**src/hdl/ljpf_div.sv**
```systemverilog
// Restoring divider for the inverse square distance, all-ones / den.
// One quotient bit a cycle; depends on nothing else.
module ljpf_div (
  input  logic        clk,
  input  logic        rst,
  input  logic        start,
  input  logic [63:0] den,
  output logic        done,
  output logic [63:0] q
);

  logic        busy;
  logic [5:0]  cnt;
  logic [63:0] rden;
  logic [63:0] rem;
  logic [64:0] trial;
  logic [64:0] diff;

  // numerator is all ones, so a one shifts in every step
  always_comb begin
    trial = {rem, 1'b1};
    diff  = trial - {1'b0, rden};
  end

  always_ff @(posedge clk) begin
    if (rst) begin
      busy <= 1'b0;
      done <= 1'b0;
      cnt  <= 6'd0;
    end else begin
      done <= 1'b0;
      if (start) begin
        busy <= 1'b1;
        cnt  <= 6'd0;
        rem  <= 64'd0;
        rden <= den;
      end else if (busy) begin
        if (!diff[64]) begin
          rem <= diff[63:0];
          q   <= {q[62:0], 1'b1};
        end else begin
          rem <= trial[63:0];
          q   <= {q[62:0], 1'b0};
        end
        cnt <= cnt + 6'd1;
        if (cnt == 6'd63) begin
          busy <= 1'b0;
          done <= 1'b1;
        end
      end
    end
  end

endmodule

```
**config.mk**
```make
export PLATFORM = sky130hd
export DESIGN_NAME = ljpf_div
export DESIGN_NICKNAME = d
export VERILOG_FILES = /design/src/hdl/ljpf_div.sv
export SDC_FILE = /design/constraint.sdc
export NUM_CORES = 1
export LEC_CHECK = 0
export BUFFER_PORTS_ARGS = -buffer_cell sky130_fd_sc_hd__buf_4
export CORE_MARGIN = 3
export CORE_UTILIZATION = 54
export DETAILED_ROUTE_END_ITERATION = 6
export PLACE_DENSITY = 0.88
export SLEW_MARGIN = 20
export SYNTH_ARGS = -nofsm -noshare
export SYNTH_HDL_FRONTEND = slang
export SYNTH_SLANG_ARGS = --single-unit
```
**constraint.sdc**
```tcl
create_clock -name clk -period 3.6 [get_ports clk]
set_clock_uncertainty 0.15 [all_clocks]
set_input_delay 0.18 -clock clk [delete_from_list [all_inputs] [get_ports clk]]
set_output_delay 0.18 -clock clk [all_outputs]
set_load 0.02 [all_outputs]
```
Yosys cells after proc, flatten, opt, wreduce, memory -nomap -nowiden. Index checks and enable logic that the tools add are counted.

Register bits after elaboration: 200. Bits of input ports: 67.

Reductions and logical operators: 6. Multiplexer cells: 7. Add/subtract/negate cells: 2. Equality and inequality tests: 1. Bitwise gates (word level): 3.

Operator list (count): $mux W64 (2); $sub A65 B64 Y65 (1); $add A6 B1 Y6 const B (1); $eq A6 B6 Y1 const B (1); $mux W1 (5); $reduce_and A2 Y1 (2); $not A1 Y1 (3); $reduce_and A3 Y1 (1); $reduce_or A3 Y1 (1); $reduce_bool A2 Y1 (1); $reduce_or A2 Y1 (1).

Depth between registers and ports, before layout.
Depth after elaboration: 4. Gate-level depth with buffers: 16. Gate-level depth less buffers: 14.

Least setup slack after synthesis. Ideal clock, no wire load.

Path type: input to register. Start: in start. End: reg q[0] (enable). Setup time: 486 ps. Slack: -356 ps. Required time: 2964 ps. Data arrival time: 3320 ps. Cell stages on the path: 3. Cell sequence: or2_2 -> clkbuf_1 -> nor2_1.

Cells in the longest elaborated chain, start to end: 2.

Ends and longest elaborated chain: start: declaration (RTL line 6) `input logic start,`; $not A1 Y1 (no source line); $reduce_and A3 Y1 (no source line); end signal: assignment (RTL line 40) `q <= {q[62:0], 1'b1};`; end signal: assignment (RTL line 43) `q <= {q[62:0], 1'b0};`; end: declaration (RTL line 9) `output logic [63:0] q`.

Every way passes these cells. A chain may end at the register's enable or synchronous reset.

Worst setup path in the final report.
Start: reg rem[8]. End: reg rem[56], data pin.

Cells in the longest elaborated chain, start to end: 3.

Ends and longest elaborated chain: start: declaration (RTL line 15) `logic [63:0] rem;`; start signal: assignment (RTL line 39) `rem <= diff[63:0];`; start signal: assignment (RTL line 42) `rem <= trial[63:0];`; $sub A65 B64 Y65 (RTL line 22) `diff = trial - {1'b0, rden};`; $mux W64 (RTL line 38) `if (!diff[64]) begin`; $mux W64 (RTL line 37) `end else if (busy) begin`.

Every way passes these cells. The select of a mux whose other input is x is not followed.

==> summary.txt <==
CTS
  – Clock Latency Late Sink: 0.45 ns
  – Worst-path clk slew: 0.09 ns
  – CTS Root Cell: clkbuf_16
  – Number of CTS-inserted buffers: 17
  – CTS tree: built
  – CTS Buffer Depth: 2
  – H-tree depth: 4
  – Clock sink count: 200

Drt
  – DRC errors left: 0
  – DRT Pass-1 Iters: 7
  – Initial DRC count: 894
  – Avg WL per Cell: 18.44 um
  – DR vias: 9,322
  – Post-route ant nets: 0
  – Routed WL: 29,250 um
  – Vias per cell: 5.878

Synth
  – Synth Register Bits: 200
  – Post-synth ARST share: 0%
  – Number of synthesized flops with an enable pin: 192
  – Post-Synthesis Mean Instance Area: 10.61 um2
  – Top_reg_cell synth: edfxtp_1
  – Post-Syn Area: 0.01138 mm2
  – Cells after synthesis: 1,073
  – Sequential area share after synthesis: 52.06%
  – Cell variety after synth: 68
  – Yosys warns: 0
  – Syn nets: 1,205

Setup path
  – Crit. End Element: flip-flop
  – Critical path arrival: 3.65 ns
  – CP Launch Type: flip-flop
  – CP Class: flip-flop to flip-flop
  – Top fanout value on the critical path: 4
  – R2r endpoint: rem[56]
  – CP cell instances: ha_4 -> a21o_1 -> a21oi_4 -> nor4b_4 -> a211oi_4 -> o211ai_2 -> a31oi_4 -> or3_1 -> and3_4 -> buf_4 -> or4_1 -> a21oi_1
  – Reg-to-reg setup timing slack: 0.10 ns
  – CP endpoint: rem[56]
  – Crit. Startpoint: rem[8]
  – CP max stage delay: 0.51 ns
  – Reg2Reg Launch Point: rem[8]
  – Register-to-Register Path Depth: 12
  – Critical Path Slowest Stage Cell: or4_1
  – WP data required: 3.75 ns

Power
  – Clock power frac: 28.2%
  – Switching power: 2.373 mW
  – Pwr Density: 488.6 mW/mm2
  – VDD IR max: 354.6 uV
  – Combinational fraction of design power: 31.8%
  – Switching power share of the total: 33.46%
  – LEAKAGE: 6.003 nW
  – Pint: 4.719 mW
  – Sequential group share of total power: 39.9%

Cells and area
  – Number of nets in the layout: 1,435
  – Fin util: 70.82%
  – Share of layout cells above drive strength 1: 20.67%
  – Area delta synth->final: 27.51%
  – Antenna Cells: 0

Global route
  – Total gr overflow: 0
  – Vias in the first global route: 8,973
  – Initial antenna violation count: 0
  – First-pass GRT wire length: 45,320 um
  – GRT Resource Usage Total: 25.27%
  – Largest net degree at the start of global routing: 70

Die
  – Chip Height: 151.2 um
  – # IOs: 132
  – Die area: 0.02286 mm2
  – Die W: 151.2 um
  – Rows: 52
  – Core ar.: 0.02049 mm2
  – Initial Util: 55.54%

STA
  – Relative slew margins: 36.89%
  – Final Hold Vio Count: 0
  – Min Hold Slack: 0.04040 ns
  – Fmax: 286.1 MHz
  – Final min period: 3.496 ns
  – Setup TNS: 0 ns
  – Period utilization: 97.10%
  – Final setup violation count: 0
  – Pins Over Slew Limit: 0
  – Slew of the pin with the lowest slew margin: 0.9466 ns

Placed design
  – GPL Wtd Cong: 0.9696
  – DP Wirelength: 19,890 um
  – PortBufs: 131

Flow run
  – Max Cap Violations: 0

Min path
  – Hold crit path type: primary input to flip-flop

Outcome
  – Outcome: complete, no violations
==> sequential cells by signal, indices dropped and copies added (netlist names) <==
name  cells
rem      64
q        64
cnt       6
busy      1
done      1
rden     64
==> per-layer routing <==
metal / vias to the layer above / GRT usage [%] / routed length [um]
met3: 69 / 5.386 / 2088
met1: 4468 / 32.99 / 12290
met5: - / 0 / 0
li1: 4376 / - / -
met4: 0 / 7.752 / 765
met2: 409 / 42.43 / 14100
==> stage by stage <==
step | area (um2) | power (mW) | setup slack [ns] | instances
floorplan | 11390 | 4.299 | 0.2777 | 1073
global placement | 12950 | 4.834 | -0.003947 | 1482
detailed placement | 12950 | 4.896 | -0.007359 | 1482
CTS | 14300 | 6.986 | 0.01740 | 1580
global route | 14510 | 7.426 | -0.01058 | 1586
finish | 14510 | 7.092 | 0.1043 | 1586
==> cell type report <==
cell class	instances	area, um2
Timing Repair Buffer	256	2147
Sequential cell	200	5926
Clock buffer	17	425.4
Tap cell	270	337.8
Multi-Input combinational cell	740	5134
Inverter	88	335.3
Clock inverter	15	209.0
Fill cell	1386	5981
==> power groups by stage <==
stage	logic (mW)	clock network [mW]	registers [mW]
detailed placement	2.02	0	2.88
global route	2.45	2.13	2.85
finish	2.26	2.00	2.83
CTS	2.14	2.02	2.83
global placement	1.97	0	2.87
floorplan	1.43	0	2.87
==> worst min path at each step <==
stage | from | endpoint | slack [ns] | depth (start not counted)
after CTS | rst | cnt[5] | 0.03 | 3
final | rst | rden[55] | 0.04 | 2
after floorplan | den[0] | rden[0] | 0.13 | 0
after global placement | den[14] | rden[14] | 0.21 | 1
after detailed placement | den[38] | rden[38] | 0.21 | 1
after global routing | rst | rden[55] | 0.05 | 2
==> what timing repair did <==
item                                    CTS  global route
endpoints found under the setup margin   38            63
endpoints found under the hold margin    64             0
pin swaps                                 0            13
gates cloned                              1             0
hold buffers                             64             0
resized for setup                        10            35
buffers inserted                          1             6
==> logic make-up (layout without fill, tap and decap cells) <==
group                    count (synthesis)  count (layout)  share of synthesized area [%]
AO/OA/AOI/OAI                          267             267                          14.69
XOR/XNOR                                56              56                          4.309
adder cells (fa/ha/maj)                 65              65                          7.211
buffers and inverters                  133             376                          4.727
flip-flops                             200             200                          52.06
multiplexers                            54              54                          4.749
AND/OR/NAND/NOR                        298             298                          12.26
==> cell usage after synthesis, types with 10 or more instances <==
cell type	n	area share, %
a21oi_1	105	4.6
ha_1	64	7.0
o21bai_1	23	1.5
clkbuf_1	29	0.96
inv_1	87	2.9
nor2_1	113	3.7
nand2_1	80	2.6
nand4_1	26	1.4
nor3_1	10	0.44
mux2i_1	54	4.7
nand3_1	20	0.88
xor2_1	24	1.8
a21o_1	21	1.4
edfxtp_1	192	51
o21ai_0	46	2.0
xnor2_1	32	2.5
==> cell usage in the layout (no fill, tap or decap), drive strengths merged, types with 32 or more instances in the layout <==
cell | Yosys | layout
edfxtp | 192 | 192
buf | 14 | 192
nor2 | 113 | 113
a21oi | 108 | 108
inv | 88 | 97
nand2 | 80 | 80
dlygate4sd3 | 0 | 64
ha | 64 | 64
mux2i | 54 | 54
o21ai | 51 | 51
xnor2 | 32 | 32
==> critical path: cells and delay by family (launching register included) <==
family                   cells  cell delay, ns
adder cells (fa/ha/maj)      1            0.30
AO/OA/AOI/OAI                6            1.00
flip-flops                   1            0.46
buffers and inverters        1            0.15
AND/OR/NAND/NOR              4            1.29
(Power assumes the default switching activity.)
