### src/hdl/ljpf_rem.sv
// Minimum-image fold of one displacement: remainder by the box edge,
// one bit a cycle, then fold into plus or minus half a box; no deps.
module ljpf_rem (
  input  logic               clk,
  input  logic               rst,
  input  logic               start,
  input  logic signed [32:0] d,
  input  logic [30:0]        len,
  output logic               done,
  output logic signed [32:0] r
);

  logic        busy;
  logic [5:0]  cnt;
  logic        neg;
  logic [31:0] mag;
  logic [30:0] rem;
  logic [30:0] rlen;
  logic [31:0] trial;
  logic [32:0] diff;
  logic [30:0] pos;
  logic [32:0] folded;

  // one restoring step
  always_comb begin
    trial = {rem, mag[31]};
    diff  = {1'b0, trial} - {2'b0, rlen};
  end

  // floor remainder, then fold above half a box
  always_comb begin
    pos = (neg && (rem != 31'd0)) ? (rlen - rem) : rem;
    if (pos > (rlen >> 1)) begin
      folded = {2'b0, pos} - {2'b0, rlen};
    end else begin
      folded = {2'b0, pos};
    end
  end

  always_ff @(posedge clk) begin
    if (rst) begin
      busy <= 1'b0;
      done <= 1'b0;
      cnt  <= 6'd0;
    end else begin
      done <= 1'b0;
      if (start) begin
        busy <= 1'b1;
        cnt  <= 6'd0;
        rem  <= 31'd0;
        rlen <= len;
        neg  <= d[32];
        mag  <= d[32] ? 32'(-d) : d[31:0];
      end else if (busy) begin
        if (cnt == 6'd32) begin
          r    <= folded;
          done <= 1'b1;
          busy <= 1'b0;
        end else begin
          rem <= diff[32] ? trial[30:0] : diff[30:0];
          mag <= {mag[30:0], 1'b0};
          cnt <= cnt + 6'd1;
        end
      end
    end
  end

endmodule

### config.mk
export PLATFORM = sky130hd
export DESIGN_NAME = ljpf_rem
export DESIGN_NICKNAME = d
export VERILOG_FILES = /design/src/hdl/ljpf_rem.sv
export SDC_FILE = /design/constraint.sdc
export NUM_CORES = 1
export LEC_CHECK = 0
export BUFFER_PORTS_ARGS = -buffer_cell sky130_fd_sc_hd__buf_2
export CAP_MARGIN = 20
export CORE_AREA = 10 10 176 128
export DETAILED_ROUTE_END_ITERATION = 12
export DIE_AREA = 0 0 186 138
export HOLD_SLACK_MARGIN = 0.02
export PLACE_DENSITY = 0.82
export SLEW_MARGIN = 20
export SYNTH_ARGS = -nofsm -noshare
export SYNTH_HDL_FRONTEND = slang
export SYNTH_SLANG_ARGS = --single-unit
### constraint.sdc
create_clock -name clk -period 7.4 [get_ports clk]
set_clock_uncertainty 0.2 [all_clocks]
set_input_delay 1.48 -clock clk [delete_from_list [all_inputs] [get_ports clk]]
set_output_delay 1.48 -clock clk [all_outputs]
set_load 0.01 [all_outputs]
== Word-level counts from Yosys, hierarchy flattened ==
Cells that the tools add are included.
W data, S select, Z words.

* Reductions and logical operators: 9
* Bitwise gates (word level): 4
* $add $sub $neg: 5
* Mux-type cells: 13
* Magnitude comparators: 1
* Eq/ne operators: 2

{| class="wikitable"
|+ Operator list
! cell !! count
|-
| $mux W31 || 5
|-
| $mux W32 || 4
|-
| $sub A32 B31 Y33 || 1
|-
| $neg A32 Y32 || 1
|-
| $sub A31 B31 Y32 || 1
|-
| $gt A31 B30 Y1 || 1
|-
| $reduce_bool A31 Y1 || 1
|-
| $sub A31 B31 Y31 || 1
|-
| $add A6 B1 Y6 const B || 1
|-
| $eq A6 B6 Y1 const B || 1
|-
| $mux W1 || 4
|-
| $not A1 Y1 || 4
|-
| $reduce_and A2 Y1 || 2
|-
| $reduce_and A4 Y1 || 1
|-
| $reduce_and A3 Y1 || 1
|-
| $reduce_or A3 Y1 || 1
|-
| $ne A2 B2 Y1 const B || 1
|-
| $reduce_bool A2 Y1 || 1
|-
| $reduce_or A2 Y1 || 1
|-
| $logic_and A1 B1 Y1 || 1
|}

* Output and inout port bits: 34
* Bits in registers: 135
* Input bits: 67

== Longest topological paths before layout ==
* Depth in word-level cells: 5
* Gate-level depth with buffers: 26

== Least setup slack after synthesis ==
OpenSTA, ideal clock, no wires.

* Path kind: flip-flop to flip-flop
* Start: register rlen[0]
* End: register r[10] (data pin)
* Data arrival time: 5.037 ns
* Cell stages (with the launch flop): 27
* Setup slack: 1.903 ns
* Required time: 6.940 ns
* Cell sequence: edfxtp_1 inv_1 ha_1 inv_1 fa_1 a211oi_2 o21bai_1 a21oi_2 o311a_1 o31ai_1 a21o_1 a21oi_1 xor2_1 o21ai_0 ha_1 nand2_1 nor3_1 nand4_1 nor3_1 o21ai_0 o21ai_0 nor3_1 a221oi_1 or2_1 buf_6 buf_6 mux2_4

* Cells in the longest elaborated chain, start to end: 4

{| class="wikitable"
|+ RTL lines
! item !! RTL line !! source
|-
| start: declaration || 18 || <nowiki>logic [30:0] rlen;</nowiki>
|-
| start signal: assignment || 51 || <nowiki>rlen <= len;</nowiki>
|-
| $sub A31 B31 Y31 || 32 || <nowiki>pos = (neg && (rem != 31'd0)) ? (rlen - rem) : rem;</nowiki>
|-
| $mux W31 || 32 ||
|-
| $sub A31 B31 Y32 or $gt A31 B30 Y1 (tied branches) || 34, 33 ||
|-
| $mux W31 * || 33 || <nowiki>if (pos > (rlen >> 1)) begin</nowiki>
|-
| named net folded[10] || 22 || <nowiki>logic [32:0] folded;</nowiki>
|-
| end signal: assignment || 56 || <nowiki>r <= folded;</nowiki>
|-
| end: declaration || 10 || <nowiki>output logic signed [32:0] r</nowiki>
|}

The timed path passes the listed nets; every way through them passes the cells marked *.
A chain may end at the register's enable or synchronous reset.

== Worst setup path after layout ==
* Start: register rem[15]
* End: register r[4] (data pin)

* Cells in the longest elaborated chain, start to end: 5

{| class="wikitable"
|+ RTL lines
! item !! RTL line !! source
|-
| start: declaration || 17 || <nowiki>logic [30:0] rem;</nowiki>
|-
| start signal: assignment || 60 || <nowiki>rem <= diff[32] ? trial[30:0] : diff[30:0];</nowiki>
|-
| branches (longest 2 deep; another with $sub A31 B31 Y31) || n/a ||
|-
| $mux W31 * || 32 ||
|-
| $sub A31 B31 Y32 or $gt A31 B30 Y1 (tied branches) || 34, 33 ||
|-
| $mux W31 * || 33 ||
|-
| named net folded[4] || 22 ||
|}

Mark *: on every way through the listed nets, which the timed path passes.

==> flow_metrics.tcl <==
set metrics [dict create \
    yosysWarningCount 0 \
    cts_buffer_depth 2 \
    ys_seq_area_frac 0.3395 \
    drt_iter0_drc 1173 \
    ys_ff_latch 135 \
    status "complete, no violations" \
    synth_area_um2 11710 \
    cp_common_cell "o21ai_0" \
    fin_cells 1609 \
    worstPathRequired_ps 7390 \
    cts_tree "built" \
    drc 0 \
    dp.cells 1575 \
    crit_arrival_ps 6780 \
    die_h_um 138 \
    postCtsSetupBuffers 0 \
    finalSetupTns_ps 0 \
    synth.largest_area_cell "edfxtp_1" \
    async_flop_share 0 \
    hold_viol 0 \
    io_pins 101 \
    final_design_area_no_fill_um2 13020 \
    drv_slew 0 \
    antenna_found_initial 1 \
    nets 1543 \
    die_area_um2 25670 \
    wire_per_inst_um 19.01 \
    period_share 0.9169 \
    synthTopCellsByArea "edfxtp_1 33%, ha_1 13%, a21oi_1 4.9%, xor2_1 4.0%, xnor2_1 3.6%" \
    die_x_um 186 \
    setup_viol 0 \
    crit_fanout 32 \
    hp-class "flop to flop" \
    slowest_stage "or2_2" \
    grt_setup_unrepaired "no" \
    worstMarginPinSlew_ps 1112 \
    place_hpwl_um 22930 \
    avgSynthCellArea_um2 9.305 \
    leakagePower_nw 5.676 \
    drive_above_1_share 0.1477 \
    postPlaceCellArea_um2 12420 \
    htree_levels 4 \
    grt_pass1_wl_um 48480 \
    pwr-share-clk 0.260 \
    crit_buf_inv 1 \
    slew_headroom 0.2587 \
    synth_ff_type "edfxtp_1" \
    synth.distinct_cells 80 \
    cp_top_family "compound AO/OA/AOI/OAI gates" \
    cap_violations 0 \
    grt_usage 0.2339 \
    synth_nets 1453 \
    core-area_um2 19370 \
    globalplace.congestion 0.9748 \
    numCtsBuffers 17 \
    synth_edf_count 127 \
    grt_overflow 0 \
    critPathMaxStageDelay_ps 890 \
    clkSlewWorstSetupHoldPaths_ps 60 \
    power.density_nw_per_um2 248.6 \
    initial_utilization 0.6044 \
    p_seq_frac 0.301 \
    cp-start-kind "flop" \
    rows 43 \
    syn2layout_area_growth_pct 11.19 \
    cts_hold_buf 0 \
    drtPass1Iterations 6 \
    switching_share 0.3732 \
    grt_pass1_vias 9391 \
    grt_max_degree 66 \
    path_cells "inv_1 -> ha_1 -> a21oi_1 -> o21ai_0 -> nor2b_1 -> o311a_1 -> o31ai_1 -> a21o_1 -> a21oi_1 -> xor2_1 -> o21ai_0 -> ha_1 -> nand2_1 -> nor3_1 -> nand4_1 -> nor3_1 -> o21ai_0 -> o21ai_0 -> nor3_1 -> a221oi_1 -> or2_2 -> mux2_2" \
    netlist_instances 1258 \
    critPathCaptureType "flop" \
    max_freq_mhz 147.4 \
    clock-root-buffer "clkbuf_16" \
    antenna_left 0 \
    synth.top_cell.area_share 0.3258 \
    viasPerCell 6.254 \
    portBuffers 100 \
    worstSetupPathType "flop to flop" \
    routed_wl_um 30590 \
    vdd.ir_drop.worst_mv 0.1918 \
    clk_latency_ps 440 \
    p_sw_mw 1.208 \
    p_int_mw 2.028 \
    layout_min_cycle_time_ps 6785 \
    cts.repair.resized 0 \
    pwr-share-comb 0.439 \
    via_count 10060 \
    fillers 1544 \
    cts.sinks 135 \
]
## through the flow
stage,setup WS (ps),hold WS (ps),total power [mW],utilization
after floorplan,1903,269.6,2.066,-
after global placement,1124,318.1,2.318,0.6413
after detailed placement,852.8,326.5,2.363,0.6413
after CTS,814.2,336.0,3.210,0.6705
after global routing,301.4,360.7,3.414,0.6719
final,615.0,338.4,3.236,0.6720
## power groups by stage
stage	sequential [mW]	combinational [mW]	clock [mW]
finish	0.974	1.42	0.840
global route	0.978	1.56	0.874
CTS	0.972	1.39	0.847
detailed placement	0.987	1.38	0
global placement	0.985	1.33	0
floorplan	0.973	1.09	0
## cells in the final DEF, fill, tap and decap left out, drive strengths merged, types with 8 or more instances in the layout
cell type,synthesis,routed
a211oi,12,12
ha,125,125
xor2,54,54
a21oi,117,117
o31ai,24,24
dfxtp,8,8
mux2i,22,22
a21o,47,47
nor2,107,107
and3,9,9
mux2,25,25
edfxtp,127,127
nand2,78,78
inv,92,99
nand3,28,28
or3,10,10
or2,8,8
nand2b,13,13
xnor2,49,49
o21bai,13,13
nor2b,15,15
nor3,33,33
nor4,11,11
buf,10,109
o21ai,76,76
clkbuf,28,17
nand4,17,17
a31oi,11,11
o21a,13,13
## cell type report
class	count	area [um2]	area share
repair buffers	109	588.1	0.04518
clock buffers	17	425.4	0.03268
clock inverters	15	140.1	0.01077
well taps	247	309.0	0.02374
flip-flops and latches	135	3974	0.3053
diodes	1	2.502	0.0001923
multi-input cells	992	7228	0.5553
inverters	93	349.1	0.02682
## logic make-up (layout without fill, tap and decap cells)
logic type                 count (synthesis)  after routing  share of synthesized area
other                                      0              1                          0
DFF                                      135            135                     0.3395
adders and majority gates                128            128                     0.1387
and+or+nand+nor                          349            349                     0.1466
buffers and inverters                    131            234                    0.04649
AOI/OAI and AO/OA                        365            365                     0.2020
xor gates and xnor gates                 103            103                    0.07770
muxes                                     47             47                    0.04895
## sequential cells by signal, indices dropped and copies added, names as in the netlist
register / count
busy: 1
cnt: 6
done: 1
mag: 32
neg: 1
r: 32
rem: 31
rlen: 31
## final timing paths
kind / from / to / slack, ps / cells after the start
worst max-delay path: rem[15] / r[4] / 620 / 22
worst min register to register: cnt[5] / done / 340 / 2
worst min-delay path: cnt[5] / done / 340 / 2
worst max register to register: rem[15] / r[4] / 620 / 22
## worst reg2reg max path: cells and delay by family (launching register included)
| kind | cells | cell delay [ps] |
|---|---|---|
| XOR/XNOR | 1 | 150 |
| multiplexers | 1 | 480 |
| buffers and inverters | 1 | 80 |
| AO/OA/AOI/OAI | 10 | 2790 |
| flip-flops | 1 | 430 |
| AND/OR/NAND/NOR | 7 | 1820 |
| adder cells (fa/ha/maj) | 2 | 590 |
## routing by layer
metal	global-route usage	vias up	wire length (um)
li1	-	4835	-
met1	0.3419	4667	14170
met2	0.3284	516	12650
met3	0.06780	44	3367
met4	0.05798	0	411
met5	0	-	0
## Yosys cell counts (6+ instances only)
library cell	number
edfxtp_1	127
ha_1	125
a21oi_1	115
nor2_1	107
inv_1	92
nand2_1	78
o21ai_0	74
xor2_1	54
xnor2_1	48
a21o_1	47
nor3_1	33
nand3_1	28
clkbuf_1	26
o31ai_1	24
mux2i_1	22
mux2_4	19
nand4_1	17
nor2b_1	15
o21a_1	13
o21bai_1	13
nand2b_1	12
a31oi_1	11
a211oi_1	10
nor4_1	10
and3_1	9
dfxtp_1	8
or3_1	8
or2_2	7
a21boi_0	6
mux2_2	6
Note: power is estimated with default switching activity, not from simulation.
