$ cat config.mk
export PLATFORM = sky130hd
export DESIGN_NAME = ljpf_mul
export DESIGN_NICKNAME = d
export VERILOG_FILES = /design/src/hdl/ljpf_pkg.sv /design/src/hdl/ljpf_mul.sv
export SDC_FILE = /design/constraint.sdc
export NUM_CORES = 2
export LEC_CHECK = 0
export ABC_AREA = 1
export BUFFER_PORTS_ARGS = -buffer_cell sky130_fd_sc_hd__buf_2
export CORE_ASPECT_RATIO = 0.8
export CORE_MARGIN = 10
export CORE_UTILIZATION = 44
export CTS_CLUSTER_DIAMETER = 30
export CTS_CLUSTER_SIZE = 14
export DETAILED_ROUTE_END_ITERATION = 6
export GPL_ROUTABILITY_DRIVEN = 0
export SYNTH_ARGS = -nofsm -noshare
export SYNTH_HDL_FRONTEND = slang
export SYNTH_SLANG_ARGS = --single-unit
$ cat constraint.sdc
create_clock -name clk -period 15.1 [get_ports clk]
set_clock_uncertainty 0.1 [all_clocks]
set_input_delay 3.02 -clock clk [delete_from_list [all_inputs] [get_ports clk]]
set_output_delay 3.02 -clock clk [all_outputs]
set_load 0.03 [all_outputs]
$ cat src/hdl/ljpf_pkg.sv
// Shared types and constants for the Lennard-Jones pair force block.
// No dependencies; used by ljpf_mul and by lennard_jones_pair_forces.
package ljpf_pkg;

  localparam int MAX_ATOMS_DEF = 64;
  localparam int POS_W         = 32;
  localparam int FRC_W         = 48;
  localparam int ENG_W         = 64;
  localparam int COEF_W        = 63;
  localparam int BOX_W         = 31;
  localparam int IDX_W         = 6;
  localparam int CFG_IDX_W     = 2;

  // configuration register indexes
  typedef enum logic [CFG_IDX_W-1:0] {
    REG_COEF_TWELVE,
    REG_COEF_SIX,
    REG_CUTOFF_SQ,
    REG_BOX_LENGTH
  } cfg_reg_t;

  // right shift applied after a 64x64 product
  typedef enum logic [1:0] {
    SH_NONE,
    SH_16,
    SH_32
  } shift_t;

  // one request to the shared multiplier
  typedef struct packed {
    logic [63:0] a;
    logic [63:0] b;
    shift_t      mode;
    logic [63:0] lim;
  } mul_req_t;

  // pair arithmetic steps that go through the multiplier
  typedef enum logic [2:0] {
    OP_SQ,
    OP_RR,
    OP_R6,
    OP_A,
    OP_A2,
    OP_B,
    OP_FM,
    OP_F
  } op_t;

  typedef enum logic [4:0] {
    ST_LOAD,
    ST_CLEAR,
    ST_RDI,
    ST_RDJ,
    ST_LATJ,
    ST_FOLD_GO,
    ST_FOLD_WAIT,
    ST_MUL_GO,
    ST_MUL_WAIT,
    ST_CUT,
    ST_DIV_WAIT,
    ST_ENERGY,
    ST_FRD,
    ST_FWR_I,
    ST_FWR_J,
    ST_NEXT,
    ST_OUT_RD,
    ST_OUT_LD
  } state_t;

endpackage

$ cat src/hdl/ljpf_mul.sv
// Sequential 64x64 multiplier with selectable right shift and saturation.
// One 32x32 partial product a cycle; depends on ljpf_pkg.
module ljpf_mul (
  input  logic              clk,
  input  logic              rst,
  input  logic              start,
  input  ljpf_pkg::mul_req_t req,
  output logic              done,
  output logic [63:0]       y
);

  ljpf_pkg::mul_req_t r;
  logic         busy;
  logic [2:0]   cnt;
  logic [63:0]  prod;
  logic [1:0]   psel;
  logic         pv;
  logic [127:0] acc;
  logic [127:0] pshift;
  logic [127:0] shifted;
  logic [31:0]  opa;
  logic [31:0]  opb;
  logic [63:0]  sat;

  // pick the halves for this partial product
  always_comb begin
    opa = cnt[1] ? r.a[63:32] : r.a[31:0];
    opb = cnt[0] ? r.b[63:32] : r.b[31:0];
  end

  // place the registered partial product
  always_comb begin
    unique case (psel)
      2'd0:    pshift = {64'd0, prod};
      2'd3:    pshift = {prod, 64'd0};
      default: pshift = {32'd0, prod, 32'd0};
    endcase
  end

  // shift and clamp the full product
  always_comb begin
    unique case (r.mode)
      ljpf_pkg::SH_16: shifted = acc >> 16;
      ljpf_pkg::SH_32: shifted = acc >> 32;
      default:         shifted = acc;
    endcase
    if (shifted[127:64] != 64'd0) begin
      sat = r.lim;
    end else if (shifted[63:0] > r.lim) begin
      sat = r.lim;
    end else begin
      sat = shifted[63:0];
    end
  end

  always_ff @(posedge clk) begin
    if (rst) begin
      busy <= 1'b0;
      done <= 1'b0;
      pv   <= 1'b0;
      cnt  <= 3'd0;
    end else begin
      done <= 1'b0;
      if (start) begin
        busy <= 1'b1;
        cnt  <= 3'd0;
        pv   <= 1'b0;
        acc  <= 128'd0;
        r    <= req;
      end else if (busy) begin
        if (cnt < 3'd4) begin
          prod <= opa * opb;
          psel <= cnt[1:0];
          pv   <= 1'b1;
        end else begin
          pv <= 1'b0;
        end
        if (pv) begin
          acc <= acc + pshift;
        end
        cnt <= cnt + 3'd1;
        if (cnt == 3'd5) begin
          y    <= sat;
          done <= 1'b1;
          busy <= 1'b0;
        end
      end
    end
  end

endmodule

After elaboration in Yosys (flattened, before gate mapping)
Cells that the tools add are included.
{ "classes": {"n_addsub": 2, "multipliers": 1, "magnitude_cmp": 2, "eq_ne": 4, "mux": 13, "bitwise": 3, "reduce_logical": 10} }
{ "ops": {"columns": ["op", "n"], "rows": [
  ["one-hot mux 128 bit (2 select lines)", 2],
  ["2-to-1 mux 128 bit", 2],
  ["adder 128 bit", 1],
  ["2-to-1 mux 64 bit", 2],
  ["greater-than comparator 64 bit", 1],
  ["multiplier 32 x 32 -> 64 bit", 1],
  ["2-to-1 mux 32 bit", 2],
  ["nonzero test 64 bit", 1],
  ["AND reduction 4 bit", 2],
  ["2-to-1 mux 1 bit", 5],
  ["equality test 2 bit, second input constant", 2],
  ["nonzero test 2 bit", 2],
  ["adder 3 x 1 -> 3 bit, second input constant", 1],
  ["equality test 3 bit, second input constant", 1],
  ["less-than comparator 3 bit, second input constant", 1],
  ["inverter 1 bit", 3],
  ["AND reduction 3 bit", 1],
  ["OR reduction 3 bit", 1],
  ["equality test 2 x 1 -> 1 bit, second input constant", 1],
  ["zero test 2 bit", 1],
  ["AND reduction 2 bit", 1],
  ["OR reduction 2 bit", 1]
]} }
{ "totals": {"ff_bits": 458, "inputBits": 197, "output_inout_bits": 65, "elab_cells": 47} }

Longest topological paths before layout
{ "depth": {"depth_word": 5, "depth_mapped": 36, "mapped_depth_nobuf": 33} }

Worst setup path before layout
Ideal clock, no wire load.
{ "synth_timing": {"kind": "input-to-reg", "start": "in start", "end": "reg r[0] (netlist name), enable pin", "setup_ps": 751, "t_arrival_ps": 11838, "required_ps": 14249, "slack_ps": 2411, "stages": 5, "path_buffers": 3, "cell_sequence": "clkbuf_1 > inv_1 > clkbuf_1 > buf_2 > nor2_1"} }
{ "synth_between": {"elab_chain_cells": 1} }
{ "synth_rtl": {"columns": ["item", "line_no", "source"], "rows": [
  ["from (decl)", "ljpf_mul.sv:6", "input logic start,"],
  ["AND reduction 2 bit (no source line)", null, null],
  ["to (signal assigned)", "ljpf_mul.sv:69", "r <= req;"],
  ["to (decl)", "ljpf_mul.sv:12", "ljpf_pkg::mul_req_t r;"]
]} }
No other way between the ends.
A chain may end at the register's enable or synchronous reset.

Final worst setup path
{ "layout_timing": {"start": "reg cnt[1]", "end": "reg prod[35], data pin"} }
{ "layout_between": {"elab_chain_cells": 2} }
{ "layout_rtl": {"columns": ["item", "line_no", "source"], "rows": [
  ["from (decl)", "ljpf_mul.sv:14", "logic [2:0] cnt;"],
  ["from (signal assigned)", "ljpf_mul.sv:81", "cnt <= cnt + 3'd1;"],
  ["2-to-1 mux 32 bit", "ljpf_mul.sv:27", "opa = cnt[1] ? r.a[63:32] : r.a[31:0];"],
  ["multiplier 32 x 32 -> 64 bit", "ljpf_mul.sv:72", "prod <= opa * opb;"],
  ["to (signal assigned)", "ljpf_mul.sv:72", null],
  ["to (decl)", "ljpf_mul.sv:15", "logic [63:0] prod;"]
]} }
No other way between the ends.

==> results.yml <==
status:
  status: "completed"
synth:
  ys_warn_count: 0
  synth_nets: 10600
  syn_inst: 9031
  synth.most_common_cell: "nand2_1"
  synth_seq_area_share_pct: 20.4
  synthTopCellsByArea: "fa_1, edfxtp_1, nand2_1"
  avgSynthCellArea_sq_um: 7.45
  synth_top_area_share_pct: 26.7
  synth_edf_count: 452
  ys_ff_latch: 458
  async_reset_ff_share_pct: 0
  yosysUniqueCellTypes: 48
  synth_area_sq_mm: 0.0673
  ys_top_cells_by_count: "nand2_1, inv_1, nor2_1, fa_1, ha_1"
  synth.largest_area_cell: "fa_1"
  ys.flop_type: "edfxtp_1"
detailed_routing:
  antenna_left: 0
  vias_per_cell: 5.46
  finalWirelength_mm: 264
  drtIter0Drc: 7638
  drcViolationCount: 0
  wl_per_cell_um: 23.2
  vias: 62200
  dr.pass1.iters: 7
floorplan:
  initial_core_util_pct: 44.2
  coreArea_sq_mm: 0.152
  die_height_um: 370
  rows: 128
  die_area_sq_mm: 0.169
  io_pins: 262
  die_w_um: 457
setup_path:
  cp_slowest_cell: "inv_1"
  cp_slowest_stage_delay_ps: 870
  crit_top_cell: "fa_1"
  cp_top_family: "adder cells"
  crit_buf_inv: 7
  end_kind: "flop"
  cp.required_ps: 15510
  cp_max_fo: 36
  crit_type: "flop to flop"
  arrival_ps: 10530
  r2r_slack_ps: 4980
  startpoint_type: "flop"
clock_tree:
  ctsResizeCount: 0
  cts_tree: "built"
  hold_buffers: 0
  cts_buffers: 116
  cts_sinks: 458
  clk_pin_slew_ps: 50
  clkLatencyLatePin_ps: 800
  cts_max_level: 3
  postCtsSetupRepairBufs: 0
  clockBufferDepth: 3
  cts_root_buf: "clkbuf_16"
final_layout:
  syn_to_final_growth_pct: 11.6
  final_area_sq_mm: 0.0750
  final_nets: 10800
  layout-drive-gt1-share_pct: 7.75
timing:
  rsz0062_at_grt: "false"
  max_slew_margin_pct: 7.65
  fin_crit_sh_pct: 67.0
  maxSlewViolCount: 0
  setup_slack_ps: 4980
  worst_pin_slew_ps: 1380
  setup_viol: 0
  hold_viol: 0
  fin_setup_tns_ps: 0
  period_minus_slack_ps: 10120
  fmax_mhz: 98.8
flow_run:
  drv_cap: 0
min_path:
  hold_path_class: "flop to flop"
global_routing:
  grt_pass1_vias: 61700
  grt_antenna_before_repair: 7
  grt_usage_pct: 30.7
  grt_max_degree: 78
  grt_overflow: 0
  grt_pass1_wl_mm: 391
placement:
  numPortBuffers: 261
  dpl_cell_area_sq_mm: 0.0708
  dp.final_hpwl_mm: 213
  place_ws_ps: 5170
==> area by class of cell <==
type	instances	area, sq um
Sequential cell	458	13700
Inverter	2216	8320
Clock buffer	124	2930
Antenna cell	3	7.51
Timing Repair Buffer	356	2020
Tap cell	2015	2520
Clock inverter	95	1290
Fill cell	15100	77100
Multi-Input combinational cell	6108	44300
==> metrics by stage <==
step | utilization (%) | std cells | hold slack, ps
global placement | 46.5 | 11200 | 359
global route | 49.3 | 11400 | 406
detailed placement | 46.5 | 11200 | 360
floorplan | - | 9031 | 329
finish | 49.3 | 11400 | 369
CTS | 49.3 | 11400 | 368
==> placed cells by master (no fill, tap or decap), drive strengths merged, types with 5 or more instances in the layout <==
cell	Yosys	routed
xnor2	16	16
bufinv	0	22
a21o	11	11
nand3	220	220
buf	122	356
ha	460	460
a221o	64	64
nor4	10	10
nor3	52	52
fa	897	897
nand4	31	31
clkinvlp	0	10
inv	2203	2214
edfxtp	452	452
clkinv	13	65
a211oi	5	5
dfxtp	6	6
a21oi	296	296
or2	36	36
clkbuf	127	124
o21ai	256	256
a31oi	10	10
nor2	1177	1177
xor2	32	32
o21bai	22	22
o21a	13	13
and2	6	6
o22ai	65	65
nand2	2420	2420
==> cell families (layout without fill, tap and decap cells) <==
logic type	after synthesis	in the layout	synth area share, %
other cells	0	3	0
flops	458	458	20.4
buf+inv	2465	2791	14.1
simple gates	3958	3958	23.2
fa+ha+maj	1357	1357	35.2
compound gates	745	745	6.44
xor+xnor	48	48	0.625
==> worst register-to-register path, cell delays in order, from the launching register on <==
cell and delay (ps):
dfxtp_2 310, buf_4 520, inv_1 1010, or2_2 590, o21ai_2 360, inv_1 570, nand2_1 220, fa_1 440
fa_1 510, inv_1 50, fa_1 490, inv_1 50, fa_1 520, inv_1 70, fa_1 490, fa_1 570
fa_1 420, fa_1 440, ha_1 400, nand2_1 120, nor2_1 130, inv_1 90, nor2_1 330, nand4_1 170
nand3_1 320, nand2_1 100, nand2_1 100, xor2_1 360
==> routing by layer <==
metal	global-route usage (%)	routed length (um)
met3	9.21	34100
met2	46.2	110000
met1	40.0	103000
met4	15.6	16700
met5	0	77
==> state kept, by name, indices dropped and copies added, names as in the netlist <==
name	count
r	194
done	1
prod	64
acc	128
pv	1
psel	2
cnt	3
y	64
busy	1
==> final timing paths <==
check          from  endpoint  cells past startpoint
max          cnt[1]  prod[35]                     27
min              pv        pv                      2
max reg2reg  cnt[1]  prod[35]                     27
min reg2reg      pv        pv                      2
Power is not shown: default switching activity piles up to over one toggle a cycle in this logic, so the estimate is an artifact.
